$ cat src/hdl/assert_macros.svh
// ----------------------------------------------------------------------------
// Assertion macros
// Shared concurrent assertion helpers; compiled out when ASSERT_OFF is set.
// ----------------------------------------------------------------------------
`ifndef ASSERT_MACROS_SVH
`define ASSERT_MACROS_SVH

`ifndef ASSERT_OFF

// Property must hold at every clock edge outside reset
`define ASSERT_PROP(lbl, clk, rst_n, prop) \
    lbl: assert property (@(posedge clk) disable iff (!rst_n) (prop)) \
        else $error("assertion failed");

// Expression must never be true outside reset
`define ASSERT_NEVER(lbl, clk, rst_n, expr) \
    lbl: assert property (@(posedge clk) disable iff (!rst_n) !(expr)) \
        else $error("forbidden condition seen");

`else

`define ASSERT_PROP(lbl, clk, rst_n, prop)
`define ASSERT_NEVER(lbl, clk, rst_n, expr)

`endif

`endif

$ cat src/hdl/pmdd_pkg.sv
// ----------------------------------------------------------------------------
// pmdd_pkg
// Constants and the symbol lookup for the proximity Morse digit decoder.
// ----------------------------------------------------------------------------
`timescale 1ns / 1ps

package pmdd_pkg;

    // Run counter
    localparam int RUN_COUNT_WIDTH = 16;
    localparam logic [RUN_COUNT_WIDTH-1:0] RUN_MAX = {RUN_COUNT_WIDTH{1'b1}};

    // Register widths
    localparam int NEAR_WIDTH  = 10;
    localparam int FAR_WIDTH   = 10;
    localparam int DASH_WIDTH  = 8;
    localparam int CFG_WIDTH   = 10;
    localparam int CFG_IDX_W   = 2;

    // Comparison width for run length against dash threshold
    localparam int CMP_WIDTH = (RUN_COUNT_WIDTH > DASH_WIDTH) ? RUN_COUNT_WIDTH : DASH_WIDTH;

    // Echo time to centimeters
    localparam int ECHO_WIDTH  = 20;
    localparam int CM_DIVISOR  = 65;
    // Scaled limits: (near + 1) * 65 and far * 65, both up to 17 bits
    localparam int NEAR_SCALED_W = 17;
    localparam int FAR_SCALED_W  = 17;

    // Register indexes
    localparam logic [CFG_IDX_W-1:0] REG_NEAR_LIMIT = 2'd0;
    localparam logic [CFG_IDX_W-1:0] REG_FAR_LIMIT  = 2'd1;
    localparam logic [CFG_IDX_W-1:0] REG_DASH_THR   = 2'd2;

    // Reset values
    localparam logic [NEAR_WIDTH-1:0] NEAR_RESET = 10'd2;
    localparam logic [FAR_WIDTH-1:0]  FAR_RESET  = 10'd20;
    localparam logic [DASH_WIDTH-1:0] DASH_RESET = 8'd2;

    // Symbols
    localparam int SYM_WIDTH = 5;
    localparam int CNT_WIDTH = 3;
    localparam logic [CNT_WIDTH-1:0] SYMBOLS_PER_DIGIT = 3'd5;
    localparam int DIGIT_WIDTH = 4;
    localparam logic [DIGIT_WIDTH-1:0] DIGIT_NONE = 4'd0;
    localparam logic [DIGIT_WIDTH-1:0] DIGIT_MAX  = 4'd10;

    // Pattern lookup, newest symbol in bit 0, dash = 1
    function automatic logic [DIGIT_WIDTH-1:0] decode_pattern(
        input logic [SYM_WIDTH-1:0] bits
    );
        logic [DIGIT_WIDTH-1:0] d;
        unique case (bits)
            5'b01111: d = 4'd1;
            5'b00111: d = 4'd2;
            5'b00011: d = 4'd3;
            5'b00001: d = 4'd4;
            5'b00000: d = 4'd5;
            5'b10000: d = 4'd6;
            5'b11000: d = 4'd7;
            5'b11100: d = 4'd8;
            5'b11110: d = 4'd9;
            5'b11111: d = 4'd10;
            default:  d = DIGIT_NONE;
        endcase
        return d;
    endfunction

endpackage

$ cat src/hdl/proximity_morse_digit_decoder.sv
// ----------------------------------------------------------------------------
// proximity_morse_digit_decoder
// Decodes hand-held Morse symbols, seen as ultrasonic echo runs, into digits.
// ----------------------------------------------------------------------------
// Channel | Direction | Handshake          | Payload
// in      | sink      | in_valid/in_ready  | button_level, echo_time_us
// out     | source    | out_valid/out_ready| lamp_on, digit_valid, digit, armed
// cfg     | sink      | cfg_wr_en          | cfg_addr, cfg_wdata
//
// One item per cycle sustained unless the output stalls (input register, then
// result register). The decoder state updates as an item moves into the
// result register. Reset clears state and loads register defaults. A stalled
// result holds the input register; new items are still taken while it is free.
// ----------------------------------------------------------------------------
`timescale 1ns / 1ps

`include "assert_macros.svh"

module proximity_morse_digit_decoder (
    input  logic                                  clk,
    input  logic                                  rst_n,
    // Sample input
    input  logic                                  in_valid,
    output logic                                  in_ready,
    input  logic                                  button_level,
    input  logic [pmdd_pkg::ECHO_WIDTH-1:0]       echo_time_us,
    // Result output
    output logic                                  out_valid,
    input  logic                                  out_ready,
    output logic                                  lamp_on,
    output logic                                  digit_valid,
    output logic [pmdd_pkg::DIGIT_WIDTH-1:0]      digit,
    output logic                                  armed,
    // Configuration
    input  logic                                  cfg_wr_en,
    input  logic [pmdd_pkg::CFG_IDX_W-1:0]        cfg_addr,
    input  logic [pmdd_pkg::CFG_WIDTH-1:0]        cfg_wdata
);

    // Limits kept pre-scaled by 65 so no divide is needed per sample
    logic [pmdd_pkg::NEAR_SCALED_W-1:0] near_scaled_reg;
    logic [pmdd_pkg::FAR_SCALED_W-1:0]  far_scaled_reg;
    logic [pmdd_pkg::DASH_WIDTH-1:0]    dash_thr_reg;
    logic [pmdd_pkg::NEAR_WIDTH:0]      near_plus_one;
    logic [pmdd_pkg::NEAR_SCALED_W-1:0] near_scaled_next;
    logic [pmdd_pkg::FAR_SCALED_W-1:0]  far_scaled_next;

    // Input stage
    logic s1_valid_reg;
    logic s1_button_reg;
    logic s1_present_reg;
    logic present;
    logic advance;

    // Decoder state
    logic                                  armed_reg;
    logic                                  lamp_reg;
    logic [pmdd_pkg::RUN_COUNT_WIDTH-1:0]  run_reg;
    logic [pmdd_pkg::SYM_WIDTH-1:0]        sym_reg;
    logic [pmdd_pkg::CNT_WIDTH-1:0]        cnt_reg;
    logic                                  armed_next;
    logic                                  lamp_next;
    logic [pmdd_pkg::RUN_COUNT_WIDTH-1:0]  run_next;
    logic [pmdd_pkg::SYM_WIDTH-1:0]        sym_next;
    logic [pmdd_pkg::CNT_WIDTH-1:0]        cnt_next;
    logic                                  dvalid_next;
    logic [pmdd_pkg::DIGIT_WIDTH-1:0]      digit_next;
    logic                                  armed_now;
    logic                                  run_ended;
    logic                                  is_dash;

    // Result register
    logic                                  out_valid_reg;
    logic                                  lamp_out_reg;
    logic                                  dvalid_out_reg;
    logic [pmdd_pkg::DIGIT_WIDTH-1:0]      digit_out_reg;
    logic                                  armed_out_reg;

    // Scale limits on write: (near + 1) * 65, far * 65 as shift-and-add
    assign near_plus_one    = {1'b0, cfg_wdata[pmdd_pkg::NEAR_WIDTH-1:0]} + 11'd1;
    assign near_scaled_next = {near_plus_one, 6'b0}
                            + {{(pmdd_pkg::NEAR_SCALED_W-pmdd_pkg::NEAR_WIDTH-1){1'b0}},
                               near_plus_one};
    assign far_scaled_next  = {1'b0, cfg_wdata[pmdd_pkg::FAR_WIDTH-1:0], 6'b0}
                            + {{(pmdd_pkg::FAR_SCALED_W-pmdd_pkg::FAR_WIDTH){1'b0}},
                               cfg_wdata[pmdd_pkg::FAR_WIDTH-1:0]};

    // Configuration registers
    always_ff @(posedge clk or negedge rst_n)
    begin
        if (!rst_n)
        begin
            near_scaled_reg <= pmdd_pkg::NEAR_SCALED_W'((pmdd_pkg::NEAR_RESET + 1)
                                                       * pmdd_pkg::CM_DIVISOR);
            far_scaled_reg  <= pmdd_pkg::FAR_SCALED_W'(pmdd_pkg::FAR_RESET
                                                      * pmdd_pkg::CM_DIVISOR);
            dash_thr_reg    <= pmdd_pkg::DASH_RESET;
        end
        else if (cfg_wr_en)
        begin
            unique case (cfg_addr)
                pmdd_pkg::REG_NEAR_LIMIT: near_scaled_reg <= near_scaled_next;
                pmdd_pkg::REG_FAR_LIMIT:  far_scaled_reg  <= far_scaled_next;
                pmdd_pkg::REG_DASH_THR:   dash_thr_reg    <= cfg_wdata[pmdd_pkg::DASH_WIDTH-1:0];
                default: ;
            endcase
        end
    end

    // Presence: near < echo/65 < far  <=>  (near+1)*65 <= echo < far*65
    assign present = ({3'b0, echo_time_us} >= {6'b0, near_scaled_reg})
                  && ({3'b0, echo_time_us} <  {6'b0, far_scaled_reg});

    // Pipeline control
    assign advance  = s1_valid_reg && (!out_valid_reg || out_ready);
    assign in_ready = !s1_valid_reg || advance;

    // Input register
    always_ff @(posedge clk or negedge rst_n)
    begin
        if (!rst_n)
        begin
            s1_valid_reg <= 1'b0;
        end
        else if (in_ready)
        begin
            s1_valid_reg <= in_valid;
        end
    end

    always_ff @(posedge clk)
    begin
        if (in_valid && in_ready)
        begin
            s1_button_reg  <= button_level;
            s1_present_reg <= present;
        end
    end

    // Decoder step
    always_comb
    begin
        armed_now   = armed_reg || s1_button_reg;
        armed_next  = armed_now;
        lamp_next   = lamp_reg;
        run_next    = run_reg;
        sym_next    = sym_reg;
        cnt_next    = cnt_reg;
        dvalid_next = 1'b0;
        digit_next  = pmdd_pkg::DIGIT_NONE;
        run_ended   = 1'b0;
        is_dash     = pmdd_pkg::CMP_WIDTH'(run_reg) > pmdd_pkg::CMP_WIDTH'(dash_thr_reg);

        if (armed_now)
        begin
            if (s1_present_reg)
            begin
                lamp_next = 1'b1;
                if (run_reg != pmdd_pkg::RUN_MAX)
                begin
                    run_next = run_reg + 1'b1;
                end
            end
            else
            begin
                lamp_next = 1'b0;
                run_ended = (run_reg != '0);
                run_next  = '0;
            end

            if (run_ended)
            begin
                sym_next = {sym_reg[pmdd_pkg::SYM_WIDTH-2:0], is_dash};
                cnt_next = cnt_reg + 1'b1;
            end

            if (cnt_next >= pmdd_pkg::SYMBOLS_PER_DIGIT)
            begin
                dvalid_next = 1'b1;
                digit_next  = pmdd_pkg::decode_pattern(sym_next);
                sym_next    = '0;
                cnt_next    = '0;
                armed_next  = 1'b0;
            end
        end
    end

    // State registers
    always_ff @(posedge clk or negedge rst_n)
    begin
        if (!rst_n)
        begin
            armed_reg <= 1'b0;
            lamp_reg  <= 1'b0;
            run_reg   <= '0;
            sym_reg   <= '0;
            cnt_reg   <= '0;
        end
        else if (advance)
        begin
            armed_reg <= armed_next;
            lamp_reg  <= lamp_next;
            run_reg   <= run_next;
            sym_reg   <= sym_next;
            cnt_reg   <= cnt_next;
        end
    end

    // Result register
    always_ff @(posedge clk or negedge rst_n)
    begin
        if (!rst_n)
        begin
            out_valid_reg <= 1'b0;
        end
        else if (advance)
        begin
            out_valid_reg <= 1'b1;
        end
        else if (out_ready)
        begin
            out_valid_reg <= 1'b0;
        end
    end

    always_ff @(posedge clk)
    begin
        if (advance)
        begin
            lamp_out_reg   <= lamp_next;
            dvalid_out_reg <= dvalid_next;
            digit_out_reg  <= digit_next;
            armed_out_reg  <= armed_next;
        end
    end

    assign out_valid   = out_valid_reg;
    assign lamp_on     = lamp_out_reg;
    assign digit_valid = dvalid_out_reg;
    assign digit       = digit_out_reg;
    assign armed       = armed_out_reg;

    // Checks
    `ASSERT_NEVER(a_cnt_below_five, clk, rst_n, cnt_reg >= pmdd_pkg::SYMBOLS_PER_DIGIT)
    `ASSERT_PROP(a_digit_disarms, clk, rst_n, (advance && dvalid_next) |=> !armed_reg)
    `ASSERT_PROP(a_advance_fills_out, clk, rst_n, advance |=> out_valid_reg)
    `ASSERT_NEVER(a_digit_range, clk, rst_n, advance && (digit_next > pmdd_pkg::DIGIT_MAX))
    `ASSERT_PROP(a_idle_holds, clk, rst_n,
        (advance && !armed_reg && !s1_button_reg) |=> ($stable(run_reg) && $stable(lamp_reg)))

endmodule
$ cat config.mk
export PLATFORM = sky130hd
export DESIGN_NAME = proximity_morse_digit_decoder
export DESIGN_NICKNAME = d
export VERILOG_FILES = /design/src/hdl/pmdd_pkg.sv /design/src/hdl/proximity_morse_digit_decoder.sv
export VERILOG_INCLUDE_DIRS = /design/src /design/src/hdl
export SDC_FILE = /design/constraint.sdc
export NUM_CORES = 1
export LEC_CHECK = 0
export BUFFER_PORTS_ARGS = -buffer_cell sky130_fd_sc_hd__buf_2
export CAP_MARGIN = 20
export CORE_MARGIN = 2
export CORE_UTILIZATION = 50
export DETAILED_ROUTE_END_ITERATION = 16
export PLACE_DENSITY = 0.81
export SETUP_SLACK_MARGIN = 0.15
export SYNTH_ARGS = -nofsm -noshare
export SYNTH_HDL_FRONTEND = slang
export SYNTH_SLANG_ARGS = --single-unit
$ cat constraint.sdc
create_clock -name clk -period 2.3 [get_ports clk]
set_input_delay 0.345 -clock clk [delete_from_list [all_inputs] [get_ports clk]]
set_output_delay 0.345 -clock clk [all_outputs]
set_load 0.005 [all_outputs]
# Word-level counts from Yosys, hierarchy flattened
# Memory sizes are Yosys's and may differ from the RTL's. A register that Yosys moved wholly into a read port is not among the register bits.
# Index checks and enable logic that the tools add are counted.
# totals
mem_count	1
mem_bits_ro	128
word_cells	64
inputBits	38
register_bits	75
output_inout_bits	9
# memory_table
memory	depth	width	rd	rd_clocked_by_memory_dff	wr	line	rtl
(name not given)	32	4	1	1	0	pmdd_pkg.sv:53	unique case (bits)
# op_classes
n_addsub	5
muxes	17
reduce_logical	18
n_lt_le_gt_ge	4
n_eq_ne	4
# op_table
cell	n
$mux 16	2
$ge 20x17->1	1
$lt 20x17->1	1
$add 16x10->17	1
$add 17x11->17	1
$add 16x1->16 const B	1
$gt 16x8->1	1
$ne 16x16->1 const B	1
$reduce_bool 16->1	1
$mux 5	3
$add 10x1->11 const B	1
$reduce_and 2->1	5
$mux 1	9
$mux 3	3
$add 3x1->3 const B	1
$ge 3x3->1 const B	1
$logic_and 1x1->1	3
$logic_not 1->1	3
$logic_or 1x1->1	3
$reduce_and 3->1	1
$eq 2x1->1 const B	1
$eq 2x2->1 const B	1
$logic_not 2->1	1
$ne 2x1->1 const B	1
$reduce_bool 2->1	1

# Logic depth before layout (Yosys ltp)
# Gate-level depths: netlist (run 1).
# logic_depth
word_depth	8
depth_mapped	13
ltp_nobuf	13

# Worst setup path after synthesis (run 1)
# OpenSTA, ideal clock, no wires.
# synth_timing
kind	input port to flip-flop
startpoint	input port cfg_wdata[0] in the netlist's numbering
endpoint	register near_scaled_reg[16] in the netlist's numbering
stages	13
arrival_ns	2.610
n_path_buf	0
setup_time_ns	0.132
slack_ns	-0.443
required_ns	2.168
path_cell_list	ha_1 -> nand3_1 -> nor2_1 -> xnor2_1 -> inv_1 -> ha_1 -> fa_1 -> a21o_1 -> a21o_1 -> a21oi_1 -> nor4_2 -> a311oi_1 -> a21oi_1
# synth_via
elab_chain_len	2
# synth_rtl
element	line	rtl
from (decl)	proximity_morse_digit_decoder.sv:37	input logic [pmdd_pkg::CFG_WIDTH-1:0] cfg_wdata
$add 10x1->11	proximity_morse_digit_decoder.sv:80	assign near_plus_one = {1'b0, cfg_wdata[pmdd_pkg::NEAR_WIDTH-1:0]} + 11'd1;
$add 17x11->17	proximity_morse_digit_decoder.sv:82	+ {{(pmdd_pkg::NEAR_SCALED_W-pmdd_pkg::NEAR_WIDTH-1){1'b0}},
to (signal assigned)	proximity_morse_digit_decoder.sv:93	near_scaled_reg <= pmdd_pkg::NEAR_SCALED_W'((pmdd_pkg::NEAR_RESET + 1)
to (signal assigned)	proximity_morse_digit_decoder.sv:102	pmdd_pkg::REG_NEAR_LIMIT: near_scaled_reg <= near_scaled_next;
to (decl)	proximity_morse_digit_decoder.sv:41	logic [pmdd_pkg::NEAR_SCALED_W-1:0] near_scaled_reg;
# Every way passes these cells.
# A chain may end at the register's enable or synchronous reset.

# Final worst setup path (run 1)
# layout_timing
startpoint	register dash_thr_reg[1] in the netlist's numbering
endpoint	register digit_out_reg (netlist bit digit[0]) (data pin)
# layout_via
elab_chain_len	3
# layout_rtl
element	line	rtl
from (decl)	proximity_morse_digit_decoder.sv:43	logic [pmdd_pkg::DASH_WIDTH-1:0] dash_thr_reg;
from (signal assigned)	proximity_morse_digit_decoder.sv:97	dash_thr_reg <= pmdd_pkg::DASH_RESET;
from (signal assigned)	proximity_morse_digit_decoder.sv:104	pmdd_pkg::REG_DASH_THR: dash_thr_reg <= cfg_wdata[pmdd_pkg::DASH_WIDTH-1:0];
$gt 16x8->1	proximity_morse_digit_decoder.sv:152	is_dash = pmdd_pkg::CMP_WIDTH'(run_reg) > pmdd_pkg::CMP_WIDTH'(dash_thr_reg);
$mux 5	proximity_morse_digit_decoder.sv:171	if (run_ended)
$mux 5	proximity_morse_digit_decoder.sv:154	if (armed_now)
to (decl)	proximity_morse_digit_decoder.sv:76	logic [pmdd_pkg::DIGIT_WIDTH-1:0] digit_out_reg;
# Every way passes these cells. The select of a mux whose other input is x is not followed.

==> results of run 1 <==
-- critical path: cells and delay by family (launching register included) --
family          cells  cell delay, ps
compound gates      7            1160
fa+ha+maj           2             440
buf+inv             2             120
flops               1             540
simple gates        1             120
-- cell type report --
cell class                      count  area, sq um
Clock inverter                      6         61.3
Sequential cell                    79         2030
Timing Repair Buffer              141         1010
Inverter                           58          218
Clock buffer                       10          128
Tap cell                          136          170
Multi-Input combinational cell    427         3360
Fill cell                         792         3390
-- worst paths after layout --
| kind | start | end | slack [ps] |
|---|---|---|---|
| setup / recovery | dash_thr_reg[1]$_DFFE_PN1P_ | digit[0]$_SDFFCE_PN0P_ | -320 |
| hold / removal | rst_n | far_scaled_reg[3]$_DFFE_PN0P_ | -40 |
| min in group clk | button_level | s1_button_reg$_DFFE_PP_ | 150 |
| setup reg to reg | dash_thr_reg[1]$_DFFE_PN1P_ | digit[0]$_SDFFCE_PN0P_ | -320 |
| max in group asynchronous | rst_n | near_scaled_reg[7]$_DFFE_PN1P_ | 1960 |
| hold reg to reg | far_scaled_reg[10]$_DFFE_PN1P_ | far_scaled_reg[10]$_DFFE_PN1P_ | 480 |
-- cells in the final DEF, fill, tap and decap left out, types with 19 or more instances in the layout --
master    n
buf_4    86
nand2_1  64
dfrtp_1  61
inv_1    54
ha_1     48
o21ai_0  44
buf_2    42
nor2_1   25
a21o_1   24
a21oi_1  19
-- cell families (layout without fill, tap and decap cells) --
kind of cell | Yosys count | count (layout)
buf+inv | 79 | 215
flops | 79 | 79
fa+ha+maj | 58 | 58
xor+xnor | 24 | 24
simple gates | 174 | 174
mux | 16 | 16
compound gates | 155 | 155
-- power by group --
part	switching, mW	internal, mW
registers	0.241	1.70
clock network	0.529	0.498
logic	1.11	1.12
total	1.88	3.31
-- routing by layer --
metal  share of wire (%)  GRT usage (%)  wire length [um]  vias up
met5                   0              0                 0        -
met2                  49           41.1              6750      137
met4                 1.4           6.41               187        0
li1                    -              -                 -     2348
met3                 5.9           4.60               820       17
met1                  44           32.8              6040     2282
-- what timing repair did --
action / CTS / global route
endpoints found under the setup margin: 15 / 19
buffers inserted: 4 / 18
resized for setup: 29 / 32
endpoints found under the hold margin: 0 / 0
cloned: 0 / 0
pin swaps: 13 / 23
==> results.yml, run 1 <==
detailed_routing:
  drtAntennaViolNets: 0
  drt-vias-per-instance: 5.58
  detail_route.wl_per_cell_um: 16.1
  drt_pass1_iterations: 5
  wl_mm: 13.8
  drt_iter0_markers: 260
  via_count: 4784
  remaining_drc_errors: 0
finish:
  final_nets: 812
  syn_to_final_growth_pct: 30.1
  fin_area_sq_mm: 0.00698
  drive_gt1_share_pct: 32.6
  antenna_cells: 0
  instances_no_fill: 857
  final_util_pct: 67.4
die:
  row_count: 37
  die_h_um: 108
  die_w_um: 108
  die_area_sq_mm: 0.0116
  core_area_sq_mm: 0.0104
  initial_utilization_pct: 51.8
  pin_count: 47
clock_tree:
  cts_root_buffer: "clkbuf_8"
  cts.clk_slew.worst_paths_ps: 90
  clk_latency_ps: 370
  cts_sinks: 79
  cts_buffer_depth: 2
  cts.hold.buffers_added: 0
  cts_buffers: 9
  cts_max_level: 3
  cts_tree: "done"
timing:
  drv_slew: 0
  period_minus_slack_ps: 2620
  post-route-period-util_pct: 114
  worst_pin_slew_ps: 627
  fin_skew_ps: 5.52
  rsz0062_at_grt: "yes"
  whs_ps: -43.3
  setup_slack_ps: -318
  fmax_ghz: 0.382
  hold_viol: 11
  slew-limit-headroom_pct: 58.1
  fin_tns_setup_ps: -553
  setup_violations: 3
worst_setup_path:
  slowest_stage: "dfstp_2"
  crit_type: "reg2reg"
  cp-end-kind: "flop"
  setup.worst_path.start_class: "flop"
  slowest_delay_ps: 540
  critPathMaxFanout: 3
  crit_chain: "inv_2 -> ha_4 -> nor2b_1 -> o211ai_1 -> a21oi_1 -> o22ai_2 -> a31oi_4 -> inv_1 -> ha_2 -> a32o_1 -> a31oi_1 -> o22ai_1"
  r2r_cells: 12
  arrival_ps: 2730
  required_ps: 2410
synth:
  synth_seq_area_share_pct: 37.9
  synth_top_cell_area_share_pct: 28.4
  synth_warnings: 0
  yosysUniqueCellTypes: 66
  async_flop_share_pct: 88.6
  synth-seq-cells: 79
  synthXorXnorAreaFrac_pct: 3.91
  synth-adder-area-share_pct: 13.8
  syn_nets: 681
  syn_inst: 585
  yosysTopAreaCell: "dfrtp_1"
  yosys.area_share.simple_pct: 16.6
  synth_area_sq_mm: 0.00537
  synth_compound_area_share_pct: 18.6
  synthTopCellsByArea: "dfrtp_1 (28%), ha_1 (13%), edfxtp_1 (5.0%)"
  synth.area.mux_share_pct: 3.49
  synth_area_per_cell_sq_um: 9.18
  ys_top_cells_by_count: "nand2_1 (65), dfrtp_1 (61), inv_1 (58)"
  ys.flop_type: "dfrtp_1"
  synth_top_family_by_area: "compound AO/OA/AOI/OAI gates"
  synth_edf_count: 9
  synth.most_common_cell: "nand2_1"
power:
  totalPowerFinal_mw: 5.19
  worst_ir_drop_vdd_mv: 0.589
  power_leakage_nw: 3.27
  p_per_area_mw_per_mm2: 743
outcome:
  violations: "negative hold slack, negative setup slack"
  status: "complete, but fails checks"
placement:
  dpl.cell_count: 819
  dp_hpwl_mm: 10.2
  dpl_cell_area_sq_mm: 0.00635
  place_congestion: 0.911
  pre_cts_slack_ps: -356
  io_buffers: 46
grt:
  grt_pass1_vias: 4813
  grt_pass1_wl_mm: 22.4
  antenna_found_initial: 0
  grt_usage_pct: 24.6
  grt_remaining_overflow: 0
  grt_max_degree: 71
run:
  drv_cap: 0
worst_hold_path:
  hold_path_class: "in2async"
Power figures use the tool's default switching activity.
==> inputs of run 2 (changes only) <==
--- a/config.mk
+++ b/config.mk
@@ -9,9 +9,9 @@
 export BUFFER_PORTS_ARGS = -buffer_cell sky130_fd_sc_hd__buf_2
 export CAP_MARGIN = 20
 export CORE_MARGIN = 2
-export CORE_UTILIZATION = 50
+export CORE_UTILIZATION = 55
 export DETAILED_ROUTE_END_ITERATION = 16
-export PLACE_DENSITY = 0.81
+export PLACE_DENSITY = 0.82
 export SETUP_SLACK_MARGIN = 0.15
 export SYNTH_ARGS = -nofsm -noshare
 export SYNTH_HDL_FRONTEND = slang
==> run 2 against run 1 <==
Net effect:
- the flow finishes with violations (negative setup slack)
- cell count is 0.12% higher
- critical path depth stayed put
- global-route usage is 3.1 points higher
- clock power is 15% higher
- sequential power hardly changed
- clock-buffer cell count is 1 lower
- largest power group unchanged
- first-iteration DRC count is 87% higher
- non-clock buffer count is 4 higher
- register-to-register slack worse by 150 ps
- maximum frequency is 5.4% lower
==> results.yml, run 2 (synthesis results as in run 1) <==
placement:
  io_buffers: 46
  dpl_cell_area_sq_mm: 0.00636
  place_congestion: 0.914
  dp_hpwl_mm: 10.3
  pre_cts_slack_ps: -388
detailed_routing:
  drt_iter0_markers: 486
  drt-vias-per-instance: 6.19
  drtAntennaViolNets: 0
  drt_pass1_iterations: 6
  remaining_drc_errors: 0
  detail_route.wl_per_cell_um: 19.4
  wl_mm: 16.6
  via_count: 5313
clock_tree:
  clk_latency_ps: 370
  cts_sinks: 79
  cts_buffers: 9
  cts.clk_slew.worst_paths_ps: 80
  cts_max_level: 3
  cts_tree: "done"
  cts_buffer_depth: 2
  cts_root_buffer: "clkbuf_8"
timing:
  fin_skew_ps: 13.6
  fmax_ghz: 0.361
  post-route-period-util_pct: 120
  period_minus_slack_ps: 2770
  setup_violations: 4
  drv_slew: 0
  slew-limit-headroom_pct: 61.8
  worst_pin_slew_ps: 570
  rsz0062_at_grt: "yes"
  hold_viol: 0
  setup_slack_ps: -467
worst_hold_path:
  hold_path_class: "in2reg"
  min_from: "cfg_wdata[0]"
finish:
  antenna_cells: 0
  syn_to_final_growth_pct: 33.1
  drive_gt1_share_pct: 34.6
  multi_input_area_sq_mm: 0.00345
  layout_commonest_cell: "buf_4"
  fin_area_sq_mm: 0.00715
  layout_common_cells: "buf_4 (89), nand2_1 (64), dfrtp_1 (61), inv_1 (53), ha_1 (46)"
  nFillCells: 609
  final_nets: 816
  register_area_sq_mm: 0.00203
outcome:
  status: "complete, but fails checks"
  violations: "negative setup slack"
worst_setup_path:
  slowest_stage: "dfstp_2"
  cpLargestDelayFamily: "compound AO/OA/AOI/OAI gates"
  setup.worst_path.start_class: "flop"
  critPathMaxFanout: 3
  slowest_delay_ps: 540
  arrival_ps: 2880
  timing.critical_path.buf_inv: 2
  timing.rr.start: "dash_thr_reg[1]$_DFFE_PN1P_"
  required_ps: 2410
  crit_chain: "inv_2 -> ha_4 -> nor2b_4 -> o211ai_1 -> a21oi_1 -> o22ai_2 -> a31oi_4 -> inv_2 -> ha_4 -> a32o_1 -> a31oi_1 -> o22ai_1"
  critPathLaunch: "dash_thr_reg[1]$_DFFE_PN1P_"
  cp-end-kind: "flop"
  crit_type: "reg2reg"
die:
  die_w_um: 103
  die_area_sq_mm: 0.0106
  core_area_sq_mm: 0.00964
  row_count: 36
  die_h_um: 103
  pin_count: 47
  initial_utilization_pct: 55.7
grt:
  grt_usage_pct: 27.7
  grt_remaining_overflow: 0
  antenna_found_initial: 0
  grt_pass1_vias: 4864
  grt_max_degree: 71
  grt_pass1_wl_mm: 22.8
power:
  p_per_area_mw_per_mm2: 785
  worst_ir_drop_vdd_mv: 0.472
  totalPowerFinal_mw: 5.61
  power_leakage_nw: 3.33
run:
  drv_cap: 0
-- run 2: stage by stage --
stage	std cells	utilization [%]	TNS [ps]	hold WS [ps]
finish	858	74.1	-970	164
global route	858	74.1	-1390	160
CTS	838	69.7	-362	150
detailed placement	818	66.0	-2180	397
global placement	818	66.0	-1280	390
floorplan	585	-	-324	49.4
-- run 2: final cells by class --
class | count | area share (%)
sequential | 79 | 28.4
multi-input combinational | 427 | 48.3
clock inverter | 7 | 1.37
tap | 133 | 2.33
inverter | 58 | 3.05
clock buffer | 9 | 1.73
timing repair buffer | 145 | 14.8
-- run 2: repair_timing --
item / in CTS / in global routing
resized for setup: 21 / 56
hold buffers: 1 / 0
hold endpoints to repair: 1 / 0
endpoints found under the setup margin: 13 / 20
setup buffers: 3 / 20
pin swaps: 12 / 27
cloned: 0 / 0
-- run 2: power breakdown --
part | total, mW | switching [mW] | internal, mW
combinational | 2.47 | 1.27 | 1.20
sequential | 1.96 | 0.264 | 1.70
clock | 1.18 | 0.568 | 0.613
-- run 2: per-layer routing --
metal	track usage, %	part of all wire (%)	up-vias	wire, um
met2	47.3	48	330	8030
met1	36.5	40	2555	6690
met3	4.41	8.2	72	1360
met5	0	0	-	0
met4	8.40	3.2	0	525
li1	-	-	2356	-
-- run 2: path summary, 6_finish.rpt --
path                                             endpoint  slack [ps]  depth (start not counted)
min                        near_scaled_reg[0]$_DFFE_PN1P_         160                          2
max                                digit[0]$_SDFFCE_PN0P_        -470                         12
max in group asynchronous  near_scaled_reg[0]$_DFFE_PN1P_        1410                          3
min reg2reg                   dash_thr_reg[0]$_DFFE_PN0P_         500                          2
max reg2reg                        digit[0]$_SDFFCE_PN0P_        -470                         12
min in group asynchronous  near_scaled_reg[3]$_DFFE_PN0P_         490                          3
